**src/rtl/core/acfsd_pkg.sv**
```systemverilog
// shared types, character codes and helpers for the ascii frame stepper driver
// no dependencies
package acfsd_pkg;

  localparam int unsigned FRAME_LEN = 10;
  localparam int unsigned POS_W     = 4;
  localparam int unsigned STEP_W    = 10;

  localparam logic [POS_W-1:0] POS_LAST = POS_W'(FRAME_LEN - 1);

  localparam logic [7:0] CH_X     = 8'h58;
  localparam logic [7:0] CH_Y     = 8'h59;
  localparam logic [7:0] CH_PLUS  = 8'h2B;
  localparam logic [7:0] CH_MINUS = 8'h2D;
  localparam logic [7:0] CH_ZERO  = 8'h30;

  typedef enum logic [1:0] {
    CMD_BYTE    = 2'd0,
    CMD_OVERRUN = 2'd1,
    CMD_TICK    = 2'd2
  } cmd_t;

  typedef enum logic [1:0] {
    FAULT_NONE    = 2'd0,
    FAULT_OVERRUN = 2'd1,
    FAULT_DIGITS  = 2'd2
  } fault_t;

  // outcome of one byte at the frame assembler
  typedef struct packed {
    logic              load;
    logic              bad_digits;
    logic [STEP_W-1:0] x_steps;
    logic              x_minus;
    logic [STEP_W-1:0] y_steps;
    logic              y_minus;
  } frame_load_t;

  // per-axis view after the current request
  typedef struct packed {
    logic              pulse;
    logic              reverse;
    logic [STEP_W-1:0] left;
  } axis_view_t;

  typedef struct packed {
    logic              x_pulse;
    logic              y_pulse;
    logic              x_reverse;
    logic              y_reverse;
    logic              drive_enable_pin;
    logic [STEP_W-1:0] x_left;
    logic [STEP_W-1:0] y_left;
    logic              frame_accepted;
    logic [1:0]        fault;
  } result_t;

  function automatic logic is_digit(input logic [7:0] c);
    logic [7:0] d;
    d = c - CH_ZERO;
    return d <= 8'd9;
  endfunction

  // three ascii digits known to be valid, most significant first
  function automatic logic [STEP_W-1:0] three_digits(input logic [7:0] h,
                                                     input logic [7:0] t,
                                                     input logic [7:0] u);
    logic [STEP_W-1:0] hv;
    logic [STEP_W-1:0] tv;
    logic [STEP_W-1:0] uv;
    hv = STEP_W'(h[3:0]);
    tv = STEP_W'(t[3:0]);
    uv = STEP_W'(u[3:0]);
    return STEP_W'(hv * STEP_W'(100)) + STEP_W'(tv * STEP_W'(10)) + uv;
  endfunction

endpackage

```
**src/rtl/core/acfsd_in_if.sv**
```systemverilog
// request channel of the ascii frame stepper driver: command and received byte
// no dependencies
interface acfsd_in_if;
  logic       valid;
  logic       ready;
  logic [1:0] cmd;
  logic [7:0] rx_byte;

  modport source (output valid, cmd, rx_byte, input ready);
  modport sink   (input valid, cmd, rx_byte, output ready);
endinterface

```
**src/rtl/core/acfsd_out_if.sv**
```systemverilog
// result channel of the ascii frame stepper driver: pulses, levels and status
// no dependencies
interface acfsd_out_if;
  logic       valid;
  logic       ready;
  logic       x_pulse;
  logic       y_pulse;
  logic       x_reverse;
  logic       y_reverse;
  logic       drive_enable_pin;
  logic [9:0] x_left;
  logic [9:0] y_left;
  logic       frame_accepted;
  logic [1:0] fault;

  modport source (output valid, x_pulse, y_pulse, x_reverse, y_reverse, drive_enable_pin,
                  x_left, y_left, frame_accepted, fault, input ready);
  modport sink   (input valid, x_pulse, y_pulse, x_reverse, y_reverse, drive_enable_pin,
                  x_left, y_left, frame_accepted, fault, output ready);
endinterface

```
**src/rtl/core/acfsd_frame.sv**
```systemverilog
// frame assembler: stores bytes of a ten-byte coordinate frame and decodes it
// depends on acfsd_pkg
module acfsd_frame import acfsd_pkg::*; (
  input  logic        clk,
  input  logic        rst,
  input  logic        take,
  input  logic [7:0]  rx_byte,
  output frame_load_t frame
);

  logic [POS_W-1:0] frame_pos;
  logic [POS_W-1:0] frame_pos_next;
  logic [7:0]       frame_bytes [FRAME_LEN];
  logic [POS_W-1:0] pos;
  logic [7:0]       first_byte;
  logic             digits_ok;
  logic             y_ok;

  // positions past the end count as the start
  assign pos        = (frame_pos > POS_LAST) ? '0 : frame_pos;
  assign first_byte = (pos == '0) ? rx_byte : frame_bytes[0];

  assign digits_ok = is_digit(frame_bytes[2]) & is_digit(frame_bytes[3]) &
                     is_digit(frame_bytes[4]) & is_digit(frame_bytes[7]) &
                     is_digit(frame_bytes[8]) & is_digit(rx_byte);
  assign y_ok      = (frame_bytes[5] == CH_Y);

  always_comb begin
    frame = '0;
    if (pos == POS_LAST) begin
      frame_pos_next   = '0;
      frame.load       = y_ok & digits_ok;
      frame.bad_digits = y_ok & ~digits_ok;
    end else if (first_byte != CH_X) begin
      frame_pos_next = '0;
    end else begin
      frame_pos_next = pos + POS_W'(1);
    end
    if (frame_bytes[1] == CH_MINUS || frame_bytes[1] == CH_PLUS) begin
      frame.x_steps = three_digits(frame_bytes[2], frame_bytes[3], frame_bytes[4]);
    end
    frame.x_minus = (frame_bytes[1] == CH_MINUS);
    if (frame_bytes[6] == CH_MINUS || frame_bytes[6] == CH_PLUS) begin
      frame.y_steps = three_digits(frame_bytes[7], frame_bytes[8], rx_byte);
    end
    frame.y_minus = (frame_bytes[6] == CH_MINUS);
  end

  always_ff @(posedge clk) begin
    if (rst) begin
      frame_pos <= '0;
    end else if (take) begin
      frame_pos <= frame_pos_next;
    end
  end

  always_ff @(posedge clk) begin
    if (take) begin
      frame_bytes[pos] <= rx_byte;
    end
  end

endmodule

```
**src/rtl/core/acfsd_axis.sv**
```systemverilog
// one stepper axis: pending step count, direction flag and pulse decision
// depends on acfsd_pkg
module acfsd_axis import acfsd_pkg::*; (
  input  logic              clk,
  input  logic              rst,
  input  logic              tick,
  input  logic              load,
  input  logic [STEP_W-1:0] load_steps,
  input  logic              load_minus,
  output axis_view_t        view
);

  logic [STEP_W-1:0] steps;
  logic [STEP_W-1:0] steps_next;
  logic              minus;
  logic              minus_next;
  logic              pulse;

  assign pulse = tick & (steps != '0);

  always_comb begin
    steps_next = steps;
    minus_next = minus;
    if (load) begin
      steps_next = load_steps;
      minus_next = load_minus;
    end else if (pulse) begin
      steps_next = steps - STEP_W'(1);
    end
  end

  assign view.pulse   = pulse;
  assign view.reverse = minus_next;
  assign view.left    = steps_next;

  always_ff @(posedge clk) begin
    if (rst) begin
      steps <= '0;
      minus <= 1'b0;
    end else begin
      steps <= steps_next;
      minus <= minus_next;
    end
  end

endmodule

```
**src/rtl/core/ascii_coord_frame_stepper_driver.sv**
```systemverilog
// path: the input register loads a request at the edge that accepts it, and the request moves
// on into the result register once that register is free or being emptied
// throughput: one request per cycle, sustained while the result side keeps taking results
// the rate is set by the single pass from the input register through the frame decode and
// axis counters into the result register
// reset (rst, synchronous, active high) clears frame position, counts, signs, enable and fault
module ascii_coord_frame_stepper_driver import acfsd_pkg::*; (
  input  logic        clk,
  input  logic        rst,
  acfsd_in_if.sink    request,
  acfsd_out_if.source result
);

  // input register
  logic       s1_valid;
  logic [1:0] s1_cmd;
  logic [7:0] s1_byte;

  // result register
  logic    res_valid;
  result_t res;
  result_t res_next;

  // block state outside the sub-units
  logic   enable_level;
  logic   enable_level_next;
  fault_t last_fault;
  fault_t last_fault_next;

  logic        advance;
  logic        req_take;
  logic        is_byte;
  logic        is_tick;
  frame_load_t frame;
  axis_view_t  x_view;
  axis_view_t  y_view;

  // the held request moves on when the result register is free or being emptied
  assign advance       = s1_valid & (~res_valid | result.ready);
  assign request.ready = ~s1_valid | advance;
  assign req_take      = request.valid & request.ready;

  // command decode
  always_comb begin
    is_byte           = 1'b0;
    is_tick           = 1'b0;
    enable_level_next = enable_level;
    last_fault_next   = last_fault;
    unique case (cmd_t'(s1_cmd))
      CMD_BYTE: begin
        is_byte           = 1'b1;
        enable_level_next = 1'b1;
        if (frame.bad_digits) begin
          last_fault_next = FAULT_DIGITS;
        end
      end
      CMD_OVERRUN: begin
        enable_level_next = 1'b1;
        last_fault_next   = FAULT_OVERRUN;
      end
      CMD_TICK: begin
        is_tick           = 1'b1;
        enable_level_next = 1'b0;
      end
      default: begin
        // spare code leaves everything as it is
      end
    endcase
  end

  acfsd_frame u_frame (
    .clk     (clk),
    .rst     (rst),
    .take    (advance & is_byte),
    .rx_byte (s1_byte),
    .frame   (frame)
  );

  acfsd_axis u_x_axis (
    .clk        (clk),
    .rst        (rst),
    .tick       (advance & is_tick),
    .load       (advance & is_byte & frame.load),
    .load_steps (frame.x_steps),
    .load_minus (frame.x_minus),
    .view       (x_view)
  );

  acfsd_axis u_y_axis (
    .clk        (clk),
    .rst        (rst),
    .tick       (advance & is_tick),
    .load       (advance & is_byte & frame.load),
    .load_steps (frame.y_steps),
    .load_minus (frame.y_minus),
    .view       (y_view)
  );

  // result fields show the state after this request
  always_comb begin
    res_next.x_pulse          = x_view.pulse;
    res_next.y_pulse          = y_view.pulse;
    res_next.x_reverse        = x_view.reverse;
    res_next.y_reverse        = y_view.reverse;
    res_next.drive_enable_pin = enable_level_next;
    res_next.x_left           = x_view.left;
    res_next.y_left           = y_view.left;
    res_next.frame_accepted   = is_byte & frame.load;
    res_next.fault            = last_fault_next;
  end

  // control registers
  always_ff @(posedge clk) begin
    if (rst) begin
      s1_valid     <= 1'b0;
      res_valid    <= 1'b0;
      enable_level <= 1'b0;
      last_fault   <= FAULT_NONE;
    end else begin
      if (req_take) begin
        s1_valid <= 1'b1;
      end else if (advance) begin
        s1_valid <= 1'b0;
      end
      if (advance) begin
        res_valid    <= 1'b1;
        enable_level <= enable_level_next;
        last_fault   <= last_fault_next;
      end else if (result.ready) begin
        res_valid <= 1'b0;
      end
    end
  end

  // payload registers
  always_ff @(posedge clk) begin
    if (req_take) begin
      s1_cmd  <= request.cmd;
      s1_byte <= request.rx_byte;
    end
    if (advance) begin
      res <= res_next;
    end
  end

  assign result.valid            = res_valid;
  assign result.x_pulse          = res.x_pulse;
  assign result.y_pulse          = res.y_pulse;
  assign result.x_reverse        = res.x_reverse;
  assign result.y_reverse        = res.y_reverse;
  assign result.drive_enable_pin = res.drive_enable_pin;
  assign result.x_left           = res.x_left;
  assign result.y_left           = res.y_left;
  assign result.frame_accepted   = res.frame_accepted;
  assign result.fault            = res.fault;

endmodule

```
**src/flat_wrapper.sv**
```systemverilog
// flat-port wrapper written by rule: the top's interface ports become plain ports
module ascii_coord_frame_stepper_driver_flat import acfsd_pkg::*;
  (clk, rst, request_valid, request_cmd, request_rx_byte, request_ready, result_valid, result_x_pulse, result_y_pulse, result_x_reverse, result_y_reverse, result_drive_enable_pin, result_x_left, result_y_left, result_frame_accepted, result_fault, result_ready);
  acfsd_in_if request_i ();
  acfsd_out_if result_i ();
  input  logic clk;
  input  logic rst;
  input wire logic [$bits(request_i.valid)-1:0] request_valid;
  input wire logic [$bits(request_i.cmd)-1:0] request_cmd;
  input wire logic [$bits(request_i.rx_byte)-1:0] request_rx_byte;
  output wire logic [$bits(request_i.ready)-1:0] request_ready;
  output wire logic [$bits(result_i.valid)-1:0] result_valid;
  output wire logic [$bits(result_i.x_pulse)-1:0] result_x_pulse;
  output wire logic [$bits(result_i.y_pulse)-1:0] result_y_pulse;
  output wire logic [$bits(result_i.x_reverse)-1:0] result_x_reverse;
  output wire logic [$bits(result_i.y_reverse)-1:0] result_y_reverse;
  output wire logic [$bits(result_i.drive_enable_pin)-1:0] result_drive_enable_pin;
  output wire logic [$bits(result_i.x_left)-1:0] result_x_left;
  output wire logic [$bits(result_i.y_left)-1:0] result_y_left;
  output wire logic [$bits(result_i.frame_accepted)-1:0] result_frame_accepted;
  output wire logic [$bits(result_i.fault)-1:0] result_fault;
  input wire logic [$bits(result_i.ready)-1:0] result_ready;
  assign request_i.valid = request_valid;
  assign request_i.cmd = request_cmd;
  assign request_i.rx_byte = request_rx_byte;
  assign request_ready = request_i.ready;
  assign result_valid = result_i.valid;
  assign result_x_pulse = result_i.x_pulse;
  assign result_y_pulse = result_i.y_pulse;
  assign result_x_reverse = result_i.x_reverse;
  assign result_y_reverse = result_i.y_reverse;
  assign result_drive_enable_pin = result_i.drive_enable_pin;
  assign result_x_left = result_i.x_left;
  assign result_y_left = result_i.y_left;
  assign result_frame_accepted = result_i.frame_accepted;
  assign result_fault = result_i.fault;
  assign result_i.ready = result_ready;
  ascii_coord_frame_stepper_driver u_core (.clk(clk), .rst(rst), .request(request_i), .result(result_i));
endmodule
```
**config.mk**
```make
export PLATFORM = sky130hd
export DESIGN_NAME = ascii_coord_frame_stepper_driver_flat
export DESIGN_NICKNAME = d
export VERILOG_FILES = /design/src/rtl/core/acfsd_pkg.sv /design/src/rtl/core/acfsd_in_if.sv /design/src/rtl/core/acfsd_out_if.sv /design/src/rtl/core/acfsd_frame.sv /design/src/rtl/core/acfsd_axis.sv /design/src/rtl/core/ascii_coord_frame_stepper_driver.sv /design/src/flat_wrapper.sv
export SDC_FILE = /design/constraint.sdc
export NUM_CORES = 1
export LEC_CHECK = 0
export ABC_CLOCK_PERIOD_IN_PS = 3350
export BUFFER_PORTS_ARGS = -buffer_cell sky130_fd_sc_hd__buf_2
export CAP_MARGIN = 25
export CORE_ASPECT_RATIO = 1.75
export CORE_MARGIN = 3
export CORE_UTILIZATION = 30
export CTS_CLUSTER_SIZE = 10
export DETAILED_ROUTE_END_ITERATION = 12
export GPL_TIMING_DRIVEN = 1
export MAX_ROUTING_LAYER = met4
export PLACE_DENSITY_LB_ADDON = 0.15
export SETUP_SLACK_MARGIN = 0.3
export SYNTH_ARGS = -nofsm -noshare
export SYNTH_HDL_FRONTEND = slang
export SYNTH_SLANG_ARGS = --single-unit
```
**constraint.sdc**
```tcl
create_clock -name clk -period 3.35 [get_ports clk]
set_input_delay 0.5025 -clock clk [delete_from_list [all_inputs] [get_ports clk]]
set_output_delay 0.5025 -clock clk [all_outputs]
set_load 0.01 [all_outputs]
```
==> results of run 1 <==
-- cell type report --
class                      count  area, um2  area share, %
clock buffer                  18      429.2          4.923
clock inverter                14      156.4          1.794
inverter                      35      131.4          1.507
multi-input combinational    384       3242          37.18
sequential                   141       3924          45.01
tap                          300      375.4          4.305
timing repair buffer          74      460.4          5.281
-- through the flow --
stage | instance area (um2) | setup WS [ns] | util, % | std cells
final | 8718 | 0.3094 | 37.88 | 966
after global routing | 8718 | 0.1555 | 37.88 | 966
after CTS | 8507 | 0.3081 | 36.96 | 959
after detailed placement | 7744 | 0.05894 | 33.64 | 916
after global placement | 7744 | 0.1362 | 33.64 | 916
after floorplan | 7114 | 0.3028 | - | 571
-- kinds of logic after synthesis --
group                    count (synthesis)  share of synthesized area, %
AND/OR/NAND/NOR                        191                         15.19
buffers and inverters                   46                         2.861
multiplexers                            10                         1.625
XOR/XNOR                                32                         3.956
AO/OA/AOI/OAI                           81                         7.575
adder cells (fa/ha/maj)                 70                         13.42
flip-flops                             141                         55.38
-- power groups by stage --
| stage | clock network (uW) | logic [uW] | registers (uW) |
|---|---|---|---|
| 5_1_grt | 2000 | 118 | 1930 |
| 3_5_place_dp | 0 | 106 | 1960 |
| 6_report | 1880 | 105 | 1920 |
| 4_1_cts | 1930 | 107 | 1930 |
| 3_3_place_gp | 0 | 105 | 1960 |
| 2_1_floorplan | 0 | 40.5 | 1970 |
-- synthesized netlist by cell type, types with 6 or more instances --
cell type and count:
nand2b_1 6, ha_1 60, xnor2_1 20, fa_1 10, and2_1 9, nor4b_1 8, xor2_1 12, a211oi_2 10
nand2_1 43, inv_1 35, a21oi_1 33, nor2_1 33, nor2b_1 14, clkbuf_1 6, edfxtp_1 110, o21ai_0 17
nand3_1 22, nor3_1 10, dfxtp_1 31
-- state kept, by name, indices dropped and copies added (netlist names), 2 cells and up --
signal / flops
u_core.s1_cmd: 2
u_core.u_frame.frame_bytes: 72
u_core.result.x_left: 10
u_core.s1_byte: 8
u_core.u_y_axis.steps: 10
u_core.result.y_left: 10
u_core.last_fault: 2
u_core.result.fault: 2
u_core.u_frame.frame_pos: 4
u_core.u_x_axis.steps: 10
-- worst max-delay path, delay by kind of cell (launching register included) --
family                   cells  cell delay (ns)
flip-flops                   1             0.44
adder cells (fa/ha/maj)      5             1.48
AO/OA/AOI/OAI                3             0.49
AND/OR/NAND/NOR              2             0.20
XOR/XNOR                     2             0.30
-- metal layers --
layer / part of all wire [%] / wire, um / track usage, %
met5: 0 / 0 / -
met4: 2.1 / 329 / 5.452
met3: 2.7 / 425 / 2.723
met2: 58 / 9190 / 25.52
met1: 37 / 5948 / 13.51
-- repair_timing --
action	CTS	global route
pin swaps	14	21
cloned	0	0
setup buffers	11	6
hold buffers	0	0
endpoints found under the setup margin	12	12
gates resized for setup	14	23
-- worst paths after layout --
path,start,to
setup / recovery,u_core.u_frame.frame_bytes[3][1],u_core.result.x_left[9]
hold / removal,request_rx_byte[0],u_core.s1_byte[0]
setup reg to reg,u_core.u_frame.frame_bytes[3][1],u_core.result.x_left[9]
hold reg to reg,u_core.last_fault[1],u_core.last_fault[1]
==> impl_metrics.ini, run 1 <==
[run_status]
status = completed

[final_layout]
most-common-layout-cells = edfxtp_1 (110), ha_1 (47), nand2_1 (43), buf_2 (43)
layout_commonest_cell = edfxtp_1
diodes = 0
area_growth_pct = 23.04
fill_cells = 2229
final_nets = 737
drive_gt1_share_pct = 24.32

[logic_synthesis]
yosysTopAreaCellShare_pct = 46.62
synth_fp_nets = 655
async_reset_ff_share_pct = 0
syn-instance-count = 571
ys_types = 56
ys_warn_count = 0
syn_area_um2 = 7086
synth_flop_cell = edfxtp_1
synth_edf_count = 110
synth-seq-cells = 141
synthTopCellsByArea = edfxtp_1 (47%), ha_1 (11%), dfxtp_1 (8.8%)
synth_top_area_cell = edfxtp_1
syn_avg_cell_area_um2 = 12.41
yosysSeqAreaShare_pct = 55.38

[worst_hold_path]
min_path_cells = 1
hp-class = input port to register

[global_routing]
grt_max_degree = 36
grt_pass1_wl_mm = 25.79
grt_pass1_vias = 4939
overflow = 0
grt_antenna_before_repair = 0
grt_util_all_layers_pct = 13.63

[critical_path]
worstSetupStartpointType = register
crit_fanout = 5
cpMostUsedCell = ha_4
critPathKind = register to register
required_ns = 3.63
crit_chain = ha_4 > ha_4 > fa_2 > xor2_1 > ha_1 > ha_4 > nand3_4 > o2111ai_4 > o31ai_2 > xnor2_1 > nand2_1 > a21oi_2
reg2reg_slack_ns = 0.31
r2r_cells = 12
critPathMaxStageDelay_ns = 0.44
crit_path_end_kind = register
arrival_ns = 3.32
cp_slowest_cell = edfxtp_1

[timing]
period_minus_slack_ns = 3.041
slew_violations = 0
setup_viol = 0
rsz0062_at_grt = true
worst_slew_pin_slew_ns = 0.7675
hold_viol_final = 0
finalHoldWorstSlack_ns = 0.2485
fmax_mhz = 328.9
period_share_pct = 90.76
clock_skew_ns = 0.007155
tns_ns = 0
relSlewSlack_pct = 48.64

[power]
p_int_uw = 3055
power.share.clock_pct = 48.1
ir_drop_mv = 0.3079
seqPwrFrac_pct = 49.2
switchingPower_uw = 853.8
total_power_uw = 3909
p_comb_share_pct = 2.7
powerDensity_nw_per_um2 = 448.3
power_leakage_uw = 0.003315
netSwitchingFraction_pct = 21.84

[floorplanning]
fp-row-count = 73
io_pins = 44
dieArea_um2 = 25570
core-area_um2 = 23020
start_util_pct = 30.78
dieWidth_um = 122.2
die_h_um = 209.3

[placed_design]
portBuffers = 43
dp_hpwl_mm = 11.79
globalplace.congestion = 0.8202

[routing]
drtIter0Drc = 255
via_per_inst = 4.716
wl_per_cell_um = 16.45
vias = 4556
first_pass_iters = 5
wirelength_mm = 15.89
final_antenna_net_count = 0
drc = 0

[clock_tree]
cts_buffers = 17
htree_levels = 4
clk_latency_ns = 0.42
path_clk_slew_ns = 0.06
clk_path_buf_depth = 2
clockRootBuffer = clkbuf_16
cts_tree = built
cts_num_sinks = 141

[job]
cap_violations = 0
(Power assumes the default switching activity.)
==> inputs of run 2 (changes only) <==
SYNTH_HIERARCHICAL = 1   (was default)
==> run 2 against run 1 <==
Routed wire length up 4.1%; utilization grew 1.2 points; final cell count is 5.1% higher; critical path type unchanged; critical endpoint is now u_core/result.y_left[9]; largest power group unchanged.
==> impl_metrics.ini, run 2 <==
[clock_tree]
cts_num_sinks = 141
cts_tree = built
path_clk_slew_ns = 0.06
clk_path_buf_depth = 2
cts_buffers = 17
clockRootBuffer = clkbuf_16
clk_latency_ns = 0.43
htree_levels = 4

[timing]
hold_viol_final = 0
period_share_pct = 93.48
period_minus_slack_ns = 3.132
finalHoldWorstSlack_ns = 0.2447
rsz0062_at_grt = true
slew_violations = 0
worst_slew_pin_slew_ns = 0.7714
relSlewSlack_pct = 48.57
clock_skew_ns = 0.01181
tns_ns = 0
timing.final.ws_setup_ns = 0.2185
setup_viol = 0
fmax_mhz = 319.3

[global_routing]
grt_max_degree = 33
grt_pass1_vias = 5063
grt_util_all_layers_pct = 13.51
grt_antenna_before_repair = 0
overflow = 0
grt_pass1_wl_mm = 26.04

[logic_synthesis]
ys_warn_count = 6
synth_fp_nets = 669
synth-seq-cells = 141
ys_types = 62
syn-instance-count = 585
synth_edf_count = 110
syn_area_um2 = 7267
synthTopCellsByArea = edfxtp_1 (45%), ha_1 (10%), dfxtp_1 (8.5%)
synth_flop_cell = edfxtp_1
yosysSeqAreaShare_pct = 53.99
yosysTopAreaCellShare_pct = 45.45
synthMostInstantiatedCell = edfxtp_1
synth_top_area_cell = edfxtp_1
synth_common_cells = edfxtp_1 (110), ha_1 (60), inv_1 (40), nor2_1 (39), dfxtp_1 (31)
async_reset_ff_share_pct = 0
syn_avg_cell_area_um2 = 12.42

[critical_path]
r2r-end = u_core/result.y_left[9]
crit_chain = ha_4 > ha_4 > fa_2 > ha_4 > ha_4 > or4_4 > o22ai_2 > xnor2_1 > nor2_1 > a21oi_2 > nand2_1
crit_fanout = 5
r2r_cells = 11
cp_slowest_cell = fa_2
critPathMaxStageDelay_ns = 0.60
r2r_start = u_core/u_frame/frame_bytes[8][1]
worstSetupStartpointType = register
reg2reg_slack_ns = 0.22
cpMostUsedCell = ha_4
required_ns = 3.53
crit_path_end_kind = register
critPathKind = register to register
arrival_ns = 3.31

[final_layout]
layout_commonest_cell = edfxtp_1
area_growth_pct = 26.89
drive_gt1_share_pct = 30.66
largest_reg_flops = 72
most-common-layout-cells = edfxtp_1 (110), buf_4 (57), buf_2 (44), ha_1 (41), nor2_1 (35)
final_nets = 782
diodes = 0
utilization_pct = 39.06
top_register = u_core/u_frame/frame_bytes

[floorplanning]
fp-row-count = 74
core-area_um2 = 23610
dieWidth_um = 123.7
io_pins = 44
start_util_pct = 30.78
die_h_um = 211.9
dieArea_um2 = 26200

[placed_design]
globalplace.congestion = 0.7804
portBuffers = 43
dp_hpwl_mm = 11.82
place_ws_ns = 0.03176

[power]
power_leakage_uw = 0.003496
total_power_uw = 3906
powerDensity_nw_per_um2 = 423.5
ir_drop_mv = 0.2973

[routing]
via_per_inst = 4.835
wl_per_cell_um = 16.29
first_pass_iters = 4
drtIter0Drc = 254
vias = 4908
drc = 0
wirelength_mm = 16.54
final_antenna_net_count = 0

[worst_hold_path]
min_path_cells = 1
hold_end = u_core/s1_byte[3]
hp-class = input port to register
min_from = request_rx_byte[3]

[job]
cap_violations = 0

[run_status]
status = completed
run 2: cell count changes after synthesis, moves of 5 or more:
cell      previous run  this run
nor3_1              10        19
inv_1               35        40
nand2_1             43        19
a21oi_1             33        23
nor2_1              33        39
a31oi_1              0         7
nand4_1              4         9
a211oi_1             2        11
and2_1               9        15
xnor2_1             20        12
nand3_1             22        10
a211oi_2            10         5
run 2: how the worst max path moves through the flow:
stage	startpoint	end	slack, ns	cells past startpoint
2_1_floorplan	u_core/u_frame/frame_bytes[7][0]	u_core/result.y_left[9]	0.21	14
3_3_place_gp	u_core/u_frame/frame_bytes[7][1]	u_core/result.y_left[9]	0.11	14
3_5_place_dp	u_core/u_frame/frame_bytes[7][1]	u_core/result.y_left[9]	0.03	14
4_1_cts	u_core/u_frame/frame_bytes[8][3]	u_core/result.y_left[9]	0.16	12
5_1_grt	u_core/u_frame/frame_bytes[7][0]	u_core/result.y_left[9]	0.12	14
6_report	u_core/u_frame/frame_bytes[8][1]	u_core/result.y_left[9]	0.22	11
run 2: power breakdown:
part | internal [uW] | leakage (uW) | switching [uW]
logic | 41.9 | 0.00195 | 75.2
registers | 1910 | 0.00126 | 14.2
clock network | 1050 | 0.000286 | 816
total | 3000 | 0.00350 | 905
run 2: routing by layer:
metal / share of wire [%] / routed length, um / global-route usage, % / vias up
met5: 0 / 0 / - / -
met1: 38 / 6246 / 13.59 / 2400
met3: 3.2 / 523 / 3.101 / 13
met4: 1.2 / 191 / 5.010 / 0
li1: - / - / - / 2413
met2: 58 / 9577 / 24.86 / 82
run 2: worst max-delay path, delay by kind of cell (launching register included):
kind | cells | cell delay (ns)
xor+xnor | 1 | 0.14
simple gates | 3 | 0.63
compound gates | 2 | 0.26
flops | 1 | 0.43
fa+ha+maj | 5 | 1.42
run 2: cell families (layout without fill, tap and decap cells):
kind of cell | Yosys count | count (layout) | share of synthesized area, %
and+or+nand+nor | 195 | 195 | 16.58
DFF | 141 | 141 | 53.99
AOI/OAI and AO/OA | 102 | 102 | 10.26
adders and majority gates | 70 | 70 | 13.09
buffers and inverters | 52 | 178 | 2.927
xor gates and xnor gates | 22 | 22 | 2.651
muxes | 3 | 3 | 0.4992
run 2: per-stage QoR:
| stage | area [um2] | std cells |
|---|---|---|
| floorplan | 7272 | 585 |
| global placement | 8038 | 951 |
| detailed placement | 8038 | 951 |
| CTS | 8930 | 998 |
| global route | 9221 | 1015 |
| finish | 9221 | 1015 |
run 2: final cells by class:
type / count / area [um2]
Multi-Input combinational cell: 392 / 3461
Timing Repair Buffer: 106 / 730.7
Clock buffer: 17 / 425.4
Fill cell: 2281 / 14390
Sequential cell: 141 / 3924
Inverter: 40 / 150.1
Tap cell: 304 / 380.4
Clock inverter: 15 / 150.1
run 2: what timing repair did:
item	4_1_cts	5_1_grt
hold endpoints to repair	0	0
gates cloned	0	2
pin swaps	28	34
buffers inserted	15	15
endpoints found under the setup margin	33	30
hold buffers	0	0
resized for setup	39	29
